`src/rptd_pkg.sv`:
```
// shared types and constants for the roulette pick block
// no dependencies; compiled before every other file
package rptd_pkg;

  localparam int SCORE_W  = 20;
  localparam int RAND_W   = 32;
  localparam int IDX_W    = 3;
  localparam int STATUS_W = 2;

  localparam logic CMD_LOAD = 1'b0;
  localparam logic CMD_PICK = 1'b1;

  localparam logic [STATUS_W-1:0] ST_OK          = 2'd0;
  localparam logic [STATUS_W-1:0] ST_TOTAL_ZERO  = 2'd1;
  localparam logic [STATUS_W-1:0] ST_REMAIN_ZERO = 2'd2;

  typedef enum logic [2:0] {
    S_IDLE,
    S_SUM,
    S_DIV1,
    S_LOC1,
    S_DIV2,
    S_LOC2,
    S_DONE
  } state_t;

endpackage

```
`src/rptd_if.sv`:
```
// valid/ready channel interfaces for pick requests and pick results
// depends on rptd_pkg for field widths
interface rptd_req_if import rptd_pkg::*; ();
  logic                valid;
  logic                ready;
  logic                command;
  logic [IDX_W-1:0]    entry_index;
  logic [SCORE_W-1:0]  score_value;
  logic [RAND_W-1:0]   first_random;
  logic [RAND_W-1:0]   second_random;

  modport source (
    output valid, command, entry_index, score_value, first_random, second_random,
    input  ready
  );
  modport sink (
    input  valid, command, entry_index, score_value, first_random, second_random,
    output ready
  );
endinterface

interface rptd_rsp_if import rptd_pkg::*; ();
  logic                valid;
  logic                ready;
  logic [IDX_W-1:0]    first_index;
  logic [IDX_W-1:0]    second_index;
  logic [STATUS_W-1:0] status;

  modport source (
    output valid, first_index, second_index, status,
    input  ready
  );
  modport sink (
    input  valid, first_index, second_index, status,
    output ready
  );
endinterface

```
`src/rptd_store.sv`:
```
// score store: one write port, one registered read port
// per-entry valid bits make unwritten entries read as zero; uses rptd_pkg
module rptd_store import rptd_pkg::*; #(
  parameter int ENTRIES = 8
) (
  input  logic                       clk,
  input  logic                       rst,
  input  logic                       wr_en,
  input  logic [$clog2(ENTRIES)-1:0] wr_addr,
  input  logic [SCORE_W-1:0]         wr_data,
  input  logic                       rd_en,
  input  logic [$clog2(ENTRIES)-1:0] rd_addr,
  output logic [SCORE_W-1:0]         rd_data
);

  logic [SCORE_W-1:0] mem [ENTRIES];
  logic [ENTRIES-1:0] written;

  always_ff @(posedge clk) begin
    if (rst) begin
      written <= '0;
    end else if (wr_en) begin
      written[wr_addr] <= 1'b1;
    end
  end

  always_ff @(posedge clk) begin
    if (wr_en) begin
      mem[wr_addr] <= wr_data;
    end
  end

  always_ff @(posedge clk) begin
    if (rd_en) begin
      rd_data <= written[rd_addr] ? mem[rd_addr] : '0;
    end
  end

endmodule

```
`src/rptd_div.sv`:
```
// bit-serial restoring remainder unit: one dividend bit per cycle
// depends on rptd_pkg for the dividend width
module rptd_div import rptd_pkg::*; #(
  parameter int DW = 23
) (
  input  logic              clk,
  input  logic              rst,
  input  logic              start,
  input  logic [RAND_W-1:0] dividend,
  input  logic [DW-1:0]     divisor,
  output logic              done,
  output logic [DW-1:0]     remainder
);

  localparam int CW = $clog2(RAND_W);

  logic              busy;
  logic [CW-1:0]     cnt;
  logic [RAND_W-1:0] dvd;
  logic [DW-1:0]     dsr;
  logic [DW:0]       trial;
  logic [DW:0]       diff;

  assign trial = {remainder, dvd[RAND_W-1]};
  assign diff  = trial - {1'b0, dsr};

  always_ff @(posedge clk) begin
    if (rst) begin
      busy <= 1'b0;
      done <= 1'b0;
      cnt  <= '0;
    end else begin
      done <= 1'b0;
      if (start) begin
        busy <= 1'b1;
        cnt  <= '0;
      end else if (busy) begin
        cnt <= cnt + 1'b1;
        if (cnt == CW'(RAND_W - 1)) begin
          busy <= 1'b0;
          done <= 1'b1;
        end
      end
    end
  end

  always_ff @(posedge clk) begin
    if (start) begin
      dvd       <= dividend;
      dsr       <= divisor;
      remainder <= '0;
    end else if (busy) begin
      dvd <= {dvd[RAND_W-2:0], 1'b0};
      // keep the difference when the trial value covers the divisor
      remainder <= diff[DW] ? trial[DW-1:0] : diff[DW-1:0];
    end
  end

endmodule

```
`src/roulette_pick_two_distinct.sv`:
```
// Roulette-wheel pick of two distinct entries from a store of ENTRIES scores.
// Channel req (sink): command 0 writes score_value to entry entry_index
// (entries at or above ENTRIES are ignored), no result beat.
// Command 1 starts a pick using first_random and second_random.
// Channel rsp (source): one beat per pick with first_index, second_index and
// status (0 ok, 1 total score zero, 2 remaining score zero).
// A pick runs a sum scan over the store, a serial remainder (one random bit
// per cycle), a locate scan, a second remainder and a second locate scan,
// then hands off the result. A total score of zero skips straight from the
// sum scan to the hand-off, and a remaining score of zero skips the second
// remainder and locate scan. One pick is in flight at a time; the store's
// single read port and the serial remainder set the pace.
// req.ready is high only between picks; loads are taken every cycle then.
// The result sits in an output register, so a new pick can start while the
// receiver stalls; a finished pick waits until the register frees up.
// Synchronous reset clears all scores to zero, drops rsp.valid and returns
// to idle.
module roulette_pick_two_distinct import rptd_pkg::*; #(
  parameter int ENTRIES = 8
) (
  input  logic        clk,
  input  logic        rst,
  rptd_req_if.sink    req,
  rptd_rsp_if.source  rsp
);

  localparam int AW   = $clog2(ENTRIES);
  localparam int SUMW = SCORE_W + AW;

  state_t state, state_next;

  logic [AW:0]          scan_cnt;
  logic                 scan_pend;
  logic [AW-1:0]        scan_idx;
  logic                 scan_state;
  logic                 scan_end;
  logic [SUMW-1:0]      acc;
  logic [SUMW-1:0]      total;
  logic [SUMW-1:0]      total2;
  logic [RAND_W-1:0]    r1;
  logic [RAND_W-1:0]    r2;
  logic                 found;
  logic                 hit;
  logic                 skip;
  logic [AW-1:0]        first;
  logic [AW-1:0]        second;
  logic [SCORE_W-1:0]   first_score;
  logic [STATUS_W-1:0]  res_status;
  logic                 out_valid;
  logic                 out_free;

  logic                 wr_en;
  logic                 rd_en;
  logic [SCORE_W-1:0]   rd_data;
  logic                 div_start;
  logic                 div_done;
  logic [RAND_W-1:0]    div_dividend;
  logic [SUMW-1:0]      div_divisor;
  logic [SUMW-1:0]      target;

  rptd_store #(.ENTRIES(ENTRIES)) u_store (
    .clk     (clk),
    .rst     (rst),
    .wr_en   (wr_en),
    .wr_addr (AW'(req.entry_index)),
    .wr_data (req.score_value),
    .rd_en   (rd_en),
    .rd_addr (scan_cnt[AW-1:0]),
    .rd_data (rd_data)
  );

  rptd_div #(.DW(SUMW)) u_div (
    .clk       (clk),
    .rst       (rst),
    .start     (div_start),
    .dividend  (div_dividend),
    .divisor   (div_divisor),
    .done      (div_done),
    .remainder (target)
  );

  assign wr_en = req.valid && req.ready && (req.command == CMD_LOAD) &&
                 (32'(req.entry_index) < ENTRIES);

  assign scan_state = (state == S_SUM) || (state == S_LOC1) || (state == S_LOC2);
  assign scan_end   = (scan_cnt == (AW+1)'(ENTRIES)) && !scan_pend;
  assign total2     = total - SUMW'(first_score);
  assign out_free   = !out_valid || rsp.ready;

  // the first pick is left out of the second scan and adds nothing to its span
  assign skip = (state == S_LOC2) && (scan_idx == first);
  assign hit  = scan_pend && !found && !skip &&
                ({1'b0, target} < ({1'b0, acc} + (SUMW+1)'(rd_data)));

  always_comb begin
    state_next = state;
    unique case (state)
      S_IDLE: begin
        if (req.valid && req.command == CMD_PICK) state_next = S_SUM;
      end
      S_SUM: begin
        if (scan_end) state_next = (acc == '0) ? S_DONE : S_DIV1;
      end
      S_DIV1: begin
        if (div_done) state_next = S_LOC1;
      end
      S_LOC1: begin
        if (scan_end) state_next = (total2 == '0) ? S_DONE : S_DIV2;
      end
      S_DIV2: begin
        if (div_done) state_next = S_LOC2;
      end
      S_LOC2: begin
        if (scan_end) state_next = S_DONE;
      end
      S_DONE: begin
        if (out_free) state_next = S_IDLE;
      end
      default: state_next = S_IDLE;
    endcase
  end

  always_comb begin
    req.ready    = 1'b0;
    rd_en        = 1'b0;
    div_start    = 1'b0;
    div_dividend = r1;
    div_divisor  = acc;
    unique case (state)
      S_IDLE: req.ready = 1'b1;
      S_SUM: begin
        rd_en = (scan_cnt != (AW+1)'(ENTRIES));
        div_start = scan_end && (acc != '0);
      end
      S_LOC1: begin
        rd_en        = (scan_cnt != (AW+1)'(ENTRIES));
        div_start    = scan_end && (total2 != '0);
        div_dividend = r2;
        div_divisor  = total2;
      end
      S_LOC2: rd_en = (scan_cnt != (AW+1)'(ENTRIES));
      S_DIV1, S_DIV2, S_DONE: ;
      default: ;
    endcase
  end

  always_ff @(posedge clk) begin
    if (rst) begin
      state     <= S_IDLE;
      out_valid <= 1'b0;
      scan_cnt  <= '0;
      scan_pend <= 1'b0;
      found     <= 1'b0;
    end else begin
      state <= state_next;
      if (state == S_DONE && out_free) begin
        out_valid <= 1'b1;
      end else if (rsp.ready) begin
        out_valid <= 1'b0;
      end
      if (scan_state) begin
        scan_pend <= rd_en;
        if (rd_en) scan_cnt <= scan_cnt + 1'b1;
        if (hit) found <= 1'b1;
      end else begin
        scan_cnt  <= '0;
        scan_pend <= 1'b0;
        found     <= 1'b0;
      end
    end
  end

  always_ff @(posedge clk) begin
    scan_idx <= scan_cnt[AW-1:0];
    if (!scan_state) begin
      acc <= '0;
    end else if (scan_pend && !skip) begin
      acc <= acc + SUMW'(rd_data);
    end
    if (state == S_IDLE && req.valid) begin
      r1 <= req.first_random;
      r2 <= req.second_random;
    end
    unique case (state)
      S_SUM: begin
        if (scan_end) begin
          total      <= acc;
          res_status <= ST_TOTAL_ZERO;
          first      <= '0;
          second     <= '0;
        end
      end
      S_LOC1: begin
        if (hit) begin
          first       <= scan_idx;
          first_score <= rd_data;
        end
        if (scan_end) begin
          res_status <= ST_REMAIN_ZERO;
          second     <= '0;
        end
      end
      S_LOC2: begin
        if (hit) second <= scan_idx;
        if (scan_end) res_status <= ST_OK;
      end
      S_IDLE, S_DIV1, S_DIV2, S_DONE: ;
      default: ;
    endcase
    if (state == S_DONE && out_free) begin
      rsp.first_index  <= IDX_W'(first);
      rsp.second_index <= IDX_W'(second);
      rsp.status       <= res_status;
    end
  end

  assign rsp.valid = out_valid;

endmodule

```
`src/flat_wrapper.sv`:
```
// flat-port wrapper written by rule: the top's interface ports become plain ports
module roulette_pick_two_distinct_flat import rptd_pkg::*;
#(
  parameter int ENTRIES = 8
)
  (clk, rst, req_valid, req_command, req_entry_index, req_score_value, req_first_random, req_second_random, req_ready, rsp_valid, rsp_first_index, rsp_second_index, rsp_status, rsp_ready);
  rptd_req_if req_i ();
  rptd_rsp_if rsp_i ();
  input  logic clk;
  input  logic rst;
  input wire logic [$bits(req_i.valid)-1:0] req_valid;
  input wire logic [$bits(req_i.command)-1:0] req_command;
  input wire logic [$bits(req_i.entry_index)-1:0] req_entry_index;
  input wire logic [$bits(req_i.score_value)-1:0] req_score_value;
  input wire logic [$bits(req_i.first_random)-1:0] req_first_random;
  input wire logic [$bits(req_i.second_random)-1:0] req_second_random;
  output wire logic [$bits(req_i.ready)-1:0] req_ready;
  output wire logic [$bits(rsp_i.valid)-1:0] rsp_valid;
  output wire logic [$bits(rsp_i.first_index)-1:0] rsp_first_index;
  output wire logic [$bits(rsp_i.second_index)-1:0] rsp_second_index;
  output wire logic [$bits(rsp_i.status)-1:0] rsp_status;
  input wire logic [$bits(rsp_i.ready)-1:0] rsp_ready;
  assign req_i.valid = req_valid;
  assign req_i.command = req_command;
  assign req_i.entry_index = req_entry_index;
  assign req_i.score_value = req_score_value;
  assign req_i.first_random = req_first_random;
  assign req_i.second_random = req_second_random;
  assign req_ready = req_i.ready;
  assign rsp_valid = rsp_i.valid;
  assign rsp_first_index = rsp_i.first_index;
  assign rsp_second_index = rsp_i.second_index;
  assign rsp_status = rsp_i.status;
  assign rsp_i.ready = rsp_ready;
  roulette_pick_two_distinct #(.ENTRIES(ENTRIES)) u_core (.clk(clk), .rst(rst), .req(req_i), .rsp(rsp_i));
endmodule
```
`config.mk`:
```
export PLATFORM = sky130hd
export DESIGN_NAME = roulette_pick_two_distinct_flat
export DESIGN_NICKNAME = d
export VERILOG_FILES = /design/src/rptd_pkg.sv /design/src/rptd_if.sv /design/src/rptd_store.sv /design/src/rptd_div.sv /design/src/roulette_pick_two_distinct.sv /design/src/flat_wrapper.sv
export SDC_FILE = /design/constraint.sdc
export NUM_CORES = 1
export LEC_CHECK = 0
export BUFFER_PORTS_ARGS = -buffer_cell sky130_fd_sc_hd__buf_2
export CAP_MARGIN = 40
export CORE_UTILIZATION = 45
export CTS_CLUSTER_SIZE = 28
export DETAILED_ROUTE_END_ITERATION = 8
export GPL_TIMING_DRIVEN = 0
export RECOVER_POWER = 100
export SYNTH_ARGS = -nofsm -noshare
export SYNTH_HDL_FRONTEND = slang
export SYNTH_SLANG_ARGS = --single-unit
```
`constraint.sdc`:
```
create_clock -name clk -period 5.5 [get_ports clk]
set_input_delay 1.1 -clock clk [delete_from_list [all_inputs] [get_ports clk]]
set_output_delay 1.1 -clock clk [all_outputs]
set_load 0.01 [all_outputs]
```
==> run_results.csv, run 1 <==
group,metric,value,unit
timing,setup_violations,0,
pwr,switching_power,1.486,mW
detailed_routing,totalWireLength,44210,microns
logic_synthesis,synthSimpleGateAreaFrac,9.927,%
placement,pre_cts_slack,307.2,ps
worst_setup_path,crit_fanout,14,
cells_and_area,final_util,51.69,%
pwr,pwr-share-clk,43.4,%
worst_setup_path,startpoint,"u_core.acc[1]",
pwr,p_seq_share,52.5,%
timing,hold_viol_final,0,
placement,place_hpwl,33180,microns
worst_hold_path,hold_path.class,"reg2reg",
worst_setup_path,worst_setup_path_end_kind,"flip-flop",
worst_setup_path,crit_type,"reg2reg",
detailed_routing,first_pass_iters,7,
clocking,cts_made_buffers,45,
worst_setup_path,slowest_stage,"dfxtp_1",
global_route,grt_pass1_vias,12510,
logic_synthesis,yosys-top-cells-count,"edfxtp_1 (358), nand2_1 (180), nor2_1 (146)",
global_route,grt_start_max_net_pins,34,
clocking,ctsHoldBuffers,0,
worst_setup_path,path_cells,"ha_1 -> a21o_1 -> a21oi_1 -> nand2b_1 -> a21o_1 -> nand2b_1 -> nand2b_1 -> a21oi_1 -> xor2_1 -> ha_1 -> a21o_1 -> a21o_1 -> a21oi_1 -> nor2_1 -> a211oi_1 -> o211ai_1 -> o21ai_0 -> a22o_1 -> nand3b_1 -> nor2_4 -> buf_8",
logic_synthesis,yosysMostFrequentCell,"edfxtp_1",
cells_and_area,layout.cells.non_filler,2360,
worst_setup_path,max_stage_delay,540,ps
logic_synthesis,synth_fa_ha_area_share,5.834,%
clocking,clkTransAtPathRegs,60,ps
timing,finClkSkew,24.61,ps
floorplanning,rows,77,
logic_synthesis,synthCells,1560,
run,maxCapViolCount,1,
logic_synthesis,synth_mux_area_share,9.199,%
logic_synthesis,synth_top_family_by_area,"simple AND/OR/NAND/NOR gates",
global_route,grtUsageTotal,19.64,%
floorplanning,start_util,45.59,%
clocking,cts_max_path_buffers,3,
clocking,tritoncts,"done",
clocking,htree_levels,2,
logic_synthesis,synth-edff-count,358,
clocking,clk_latency,580,ps
detailed_routing,ant_nets,0,
clocking,root_buffer,"clkbuf_16",
detailed_routing,viasPerCell,5.336,
run_status,violations,"max-capacitance violations, max-slew violations",
worst_setup_path,reg2reg_depth,21,
detailed_routing,wl_per_cell,18.73,microns
worst_setup_path,cp_num_buf_inv,1,
timing,fin_tns_setup,0,ps
run_status,status,"complete, but fails checks",
global_route,antenna_found_initial,0,
pwr,swShare,21.43,%
worst_setup_path,crit_cells,21,
worst_setup_path,arrival,5370,ps
pwr,p_per_area,304.0,nW/um^2
logic_synthesis,async_flop_share,0,%
logic_synthesis,synth-seq-area-share,60.81,%
timing,maxSlewViolCount,34,
clocking,cts_setup_buffers,0,
floorplanning,ioPinCount,102,
logic_synthesis,synthFlopType,"edfxtp_1",
worst_setup_path,start_kind,"flip-flop",
floorplanning,die_h,213.4,microns
pwr,pwr-share-comb,4.1,%
worst_setup_path,r2r_slack,400,ps
logic_synthesis,synth_warnings,0,
cells_and_area,diodes,0,
timing,fmaxAchievable,196.2,MHz
placement,place_inst,2276,
floorplanning,die-area,45550,sq um
timing,period_needed,5097,ps
cells_and_area,areaGrowthSynthToFinish,13.39,%
worst_setup_path,r2r-end,"u_core.first_score[0]",
logic_synthesis,synth_nets,1744,
logic_synthesis,synth_compound_area_share,8.546,%
logic_synthesis,ys_seq_elements,432,
timing,fin_crit_sh,92.67,%
placement,place.gp.congestion,0.8525,
logic_synthesis,synth_cell_types,66,
detailed_routing,drc,0,
floorplanning,coreArea,44120,sq um
clocking,ctsResizeCount,0,
detailed_routing,dr_total_vias,12590,
worst_setup_path,cp.required,5770,ps
logic_synthesis,netlist.area_leader.share,53.44,%
global_route,grt_overflow,0,
worst_setup_path,crit_family,"compound AO/OA/AOI/OAI gates",
timing,grt_setup_unrepaired,"false",
worst_setup_path,endpoint,"u_core.first_score[0]",
logic_synthesis,synthXorXnorAreaFrac,3.091,%
pwr,internal_power,5.448,mW
logic_synthesis,syn_avg_cell_area,12.89,sq um
timing,tightest_slew,1863,ps
worst_setup_path,r2r-start,"u_core.acc[1]",
logic_synthesis,synth_area_leaders,"edfxtp_1 (53%), dfxtp_1 (7.4%), ha_1 (5.5%)",
timing,max_slew_margin,-24.17,%
timing,fin_ws,403.3,ps
detailed_routing,drt_iter0_markers,1033,
pwr,power.leakage,8.404,nW
pwr,ir_drop,0.0002501,V
cells_and_area,drive_gt1_share,11.82,%
pwr,finalPower,6.934,mW
placement,portBuffers,101,
global_route,grt_pass1_wl,68230,microns
logic_synthesis,yosysTopAreaCell,"edfxtp_1",
worst_setup_path,crit_top_cell,"a21o_1",
logic_synthesis,synth_area,20120,sq um
floorplanning,die_w,213.4,microns
clocking,cts.sinks,432,
cells_and_area,nets,1915,
-- layout by cell type, fill, tap and decap left out, drive strengths merged, types with 6 or more instances in the layout --
cell	netlist	routed
o21ai	55	55
nand3	16	16
o21bai	6	6
or3	6	6
o211ai	12	12
or2	6	6
nor4	7	7
mux2	31	31
buf	14	83
dfxtp	74	74
clkbuf	46	153
edfxtp	358	358
nand2b	21	21
a21oi	77	77
and3	11	11
mux2i	45	45
o21a	9	9
a211oi	29	29
nor3	22	22
nand2	180	180
a31oi	7	7
o31a	6	6
xor2	36	36
clkinv	0	22
mux4	42	42
ha	89	89
inv	71	74
a21o	26	26
xnor2	35	35
nand4	14	14
nor2	147	147
nor2b	11	11
-- final cells by class --
type | count | area (sq um)
Fill cell | 3884 | 21320
Sequential cell | 432 | 12230
Multi-Input combinational cell | 997 | 7254
Clock buffer | 52 | 1174
Tap cell | 592 | 740.7
Timing Repair Buffer | 124 | 608.1
Clock inverter | 32 | 296.5
Inverter | 71 | 266.5
Buffer | 60 | 237.7
-- cells by family (layout without fill, tap and decap cells) --
logic type / count (synthesis) / after routing
simple gates: 453 / 453
flops: 432 / 432
compound gates: 263 / 263
buf+inv: 131 / 339
mux: 118 / 118
fa+ha+maj: 92 / 92
xor+xnor: 71 / 71
-- per-layer routing --
metal	vias up	global-route usage [%]	part of all wire, %
li1	6112	-	-
met1	6154	26.27	46
met2	257	32.25	48
met3	71	3.237	4.0
met4	0	7.192	2.7
met5	-	0	0
-- per-stage QoR --
| stage | area, sq um | hold slack (ps) |
|---|---|---|
| floorplan | 20120 | 329.0 |
| global placement | 21360 | 334.0 |
| detailed placement | 21690 | 339.3 |
| CTS | 23160 | 352.5 |
| global route | 22810 | 362.4 |
| finish | 22810 | 353.4 |
-- power groups by stage --
| stage | Combinational, mW | Clock [mW] | Sequential [mW] |
|---|---|---|---|
| 2_1_floorplan | 0.169 | 0 | 3.70 |
| 3_3_place_gp | 0.276 | 0 | 3.71 |
| 3_5_place_dp | 0.303 | 0 | 3.71 |
| 4_1_cts | 0.303 | 3.09 | 3.64 |
| 5_1_grt | 0.317 | 3.20 | 3.65 |
| 6_report | 0.284 | 3.01 | 3.64 |
-- registers in the layout (all words and copies together) (netlist names), 4 cells and up --
signal	count
u_core.u_div.dvd	32
u_core.u_div.dsr	23
u_core.u_store.written	8
u_core.r1	32
u_core.acc	23
u_core.u_div.cnt	5
u_core.scan_cnt	4
u_core.u_store.mem	160
u_core.total	23
u_core.r2	32
u_core.u_store.rd_data	20
u_core.first_score	20
u_core.u_div.remainder	23
-- worst reg2reg max path, cell delays in order, from the launching register on --
cell and delay [ps]:
dfxtp_1 540, ha_1 310, a21o_1 180, a21oi_1 210, nand2b_1 170, a21o_1 190
nand2b_1 140, nand2b_1 70, a21oi_1 180, xor2_1 390, ha_1 330, a21o_1 160
a21o_1 180, a21oi_1 140, nor2_1 60, a211oi_1 270, o211ai_1 120, o21ai_0 180
a22o_1 260, nand3b_1 190, nor2_4 300, buf_8 220
-- how the worst min path moves through the flow --
| stage | startpoint | end | slack [ps] | cells after the start |
|---|---|---|---|---|
| floorplan | u_core.scan_cnt[2] | u_core.scan_idx[2] | 330 | 0 |
| global placement | u_core.scan_cnt[2] | u_core.scan_idx[2] | 330 | 0 |
| detailed placement | u_core.scan_cnt[2] | u_core.scan_idx[2] | 340 | 0 |
| CTS | u_core.scan_cnt[2] | u_core.scan_idx[2] | 350 | 0 |
| global route | u_core.scan_cnt[2] | u_core.scan_idx[2] | 360 | 0 |
| finish | u_core.scan_cnt[2] | u_core.scan_idx[2] | 350 | 0 |
No activity file was read; power rests on OpenSTA's default activity.
==> run 2, diff against run 1 <==
Settings changed: SYNTH_HIERARCHICAL set to 1.
==> run 2 against run 1 <==
  * The flow still finishes with violations (max-capacitance violations, max-slew violations)
  * Clock-buffer cell count increased by 16
  * Critical path type unchanged
  * Largest power group unchanged
  * Wire length increased by 8.9%
  * Power increased by 4.9%
  * Worst hold slack improved by 59 ps
  * Clock skew decreased by 10 ps
  * Setup slack got worse by 130 ps
  * Non-clock buffer count increased by 9
  * Core utilization increased by 0.29 points
  * Die area increased by 2.8%
  * Synthesized cell count increased by 4.8%
  * Cell area increased by 3.4%
  * Critical endpoint is now u_core/u_div/dvd[8]
==> run_results.csv, run 2 <==
group,metric,value,unit
run_status,status,"complete, but fails checks",
run_status,violations,"max-capacitance violations, max-slew violations",
logic_synthesis,synthCells,1635,
cells_and_area,final_util,51.98,%
cells_and_area,areaGrowthSynthToFinish,14.00,%
worst_setup_path,arrival,5540,ps
logic_synthesis,yosysTopAreaCell,"edfxtp_1",
run,maxCapViolCount,2,
pwr,ir_drop,0.0002581,V
timing,max_slew_margin,-55.74,%
global_route,grt_pass1_wl,75100,microns
timing,maxSlewViolCount,68,
cells_and_area,final_common_cell,"edfxtp_1",
worst_setup_path,start_kind,"flip-flop",
logic_synthesis,syn_avg_cell_area,12.66,sq um
placement,place_inst,2361,
floorplanning,die-area,46850,sq um
timing,fin_crit_sh,94.96,%
global_route,grt_start_max_net_pins,36,
timing,period_needed,5223,ps
pwr,p_per_area,308.2,nW/um^2
logic_synthesis,ys_seq_elements,432,
cells_and_area,final_cell_mix,"edfxtp_1 (358), nand2_1 (183), nor2_1 (125), clkbuf_1 (115), ha_1 (89)",
clocking,htree_levels,2,
global_route,grt_overflow,0,
detailed_routing,viasPerCell,5.517,
cells_and_area,top_register,"u_core/u_store/mem",
detailed_routing,first_pass_iters,5,
timing,hold_viol_final,0,
placement,portBuffers,101,
clocking,cts_made_buffers,46,
timing,fin_tns_setup,0,ps
clocking,cts.sinks,432,
worst_setup_path,worst_setup_path_end_kind,"flip-flop",
timing,grt_setup_unrepaired,"false",
cells_and_area,drive_gt1_share,15.14,%
worst_setup_path,r2r_slack,280,ps
logic_synthesis,netlist.area_leader.share,51.95,%
clocking,tritoncts,"done",
timing,finClkSkew,14.43,ps
detailed_routing,drc,0,
detailed_routing,ant_nets,0,
clocking,root_buffer,"clkbuf_16",
worst_setup_path,crit_type,"reg2reg",
pwr,power.leakage,8.581,nW
detailed_routing,totalWireLength,48120,microns
logic_synthesis,yosysMostFrequentCell,"edfxtp_1",
clocking,clk_latency,570,ps
logic_synthesis,synth-seq-area-share,59.11,%
placement,place.gp.congestion,0.8502,
logic_synthesis,synth_area,20690,sq um
logic_synthesis,synth_area_leaders,"edfxtp_1 (52%), dfxtp_1 (7.2%), ha_1 (5.4%)",
floorplanning,rows,78,
cells_and_area,layout.cells.non_filler,2451,
logic_synthesis,synth_warnings,6,
logic_synthesis,synth_cell_types,91,
detailed_routing,wl_per_cell,19.63,microns
timing,setup_violations,0,
floorplanning,die_w,216.4,microns
clocking,cts_max_path_buffers,3,
worst_setup_path,reg2reg_depth,15,
logic_synthesis,synth_nets,1819,
floorplanning,ioPinCount,102,
timing,tightest_slew,2335,ps
detailed_routing,dr_total_vias,13520,
clocking,clkTransAtPathRegs,60,ps
global_route,grtUsageTotal,20.71,%
detailed_routing,drt_iter0_markers,1010,
pwr,finalPower,7.270,mW
global_route,grt_pass1_vias,13470,
floorplanning,coreArea,45380,sq um
cells_and_area,nets,1998,
logic_synthesis,async_flop_share,0,%
timing,fmaxAchievable,191.5,MHz
logic_synthesis,yosys-top-cells-count,"edfxtp_1 (358), nand2_1 (183), nor2_1 (123)",
placement,place_hpwl,36080,microns
floorplanning,die_h,216.4,microns
worst_setup_path,cp.required,5810,ps
logic_synthesis,synthFlopType,"edfxtp_1",
cells_and_area,largest_reg_flops,160,
worst_hold_path,hold_path.class,"reg2reg",
global_route,antenna_found_initial,2,
logic_synthesis,synth-edff-count,358,
floorplanning,start_util,45.60,%
worst_hold_path,holdPathStages,0,
worst_setup_path,crit_fanout,24,
==> run 2: changes by cell type in the layout (fill, tap and decap cells not counted), moves of 12 or more <==
cell     previous run  this run
nor2_1            146       125
mux2_2              3        33
xor2_1             36        24
nor2_2              0        18
mux2_1             26         1
nand3_1            16        30
==> run 2: critical path: stages (launching register included) <==
cell and delay, ps:
edfxtp_1 370, ha_1 220, fa_1 410, nor2b_1 170, o31a_1 280, o21ai_0 300, o31ai_1 520, o31a_1 240
o2111ai_1 130, nor4_1 790, a31oi_4 260, buf_16 240, inv_1 210, nand2_1 100, clkbuf_2 360, buf_4 330
==> run 2: cells by family after synthesis <==
| group | synth area share (%) |
|---|---|
| XOR/XNOR | 2.285 |
| AO/OA/AOI/OAI | 10.15 |
| AND/OR/NAND/NOR | 11.65 |
| buffers and inverters | 2.751 |
| flip-flops | 59.11 |
| adder cells (fa/ha/maj) | 5.671 |
| multiplexers | 8.386 |
==> run 2: per-layer routing <==
metal | vias up | GRT usage [%] | part of all wire, %
li1 | 6513 | - | -
met1 | 6563 | 27.74 | 45
met3 | 104 | 2.905 | 4.5
met2 | 340 | 33.91 | 47
met4 | 2 | 8.451 | 3.6
met5 | - | 0 | 0.039
==> run 2: final timing paths <==
check / startpoint / endpoint
setup / recovery: u_core/first_score[0] / u_core/u_div/dvd[8]
hold / removal: u_core/scan_cnt[1] / u_core/scan_idx[1]
setup reg to reg: u_core/first_score[0] / u_core/u_div/dvd[8]
hold reg to reg: u_core/scan_cnt[1] / u_core/scan_idx[1]
==> run 2: layout make-up <==
cell class,count,area (sq um)
clock buffer,68,1284
fill,3905,21790
clock inverter,16,96.34
buffer,62,304.0
multi-input combinational,1071,7963
antenna,1,2.502
sequential,432,12230
inverter,70,262.8
timing repair buffer,131,695.7
tap,600,750.7
==> run 2: power by group <==
group,total [mW],internal [mW],switching (mW)
Clock,2.85,1.62,1.23
Combinational,0.734,0.315,0.420
Sequential,3.69,3.63,0.0605
==> run 2: through the flow <==
step	setup WS, ps	area [sq um]	hold WS, ps
6_report	277.2	23590	412.5
5_1_grt	64.12	23590	424.2
4_1_cts	206.7	23750	414.9
3_5_place_dp	237.0	22370	404.7
3_3_place_gp	-2898	21960	401.7
2_1_floorplan	-29.02	20700	378.4
==> run 2: repair_timing <==
item	CTS	global route
buffers inserted	0	5
gates resized for setup	0	3
setup endpoints to repair	0	18
hold buffers	0	0
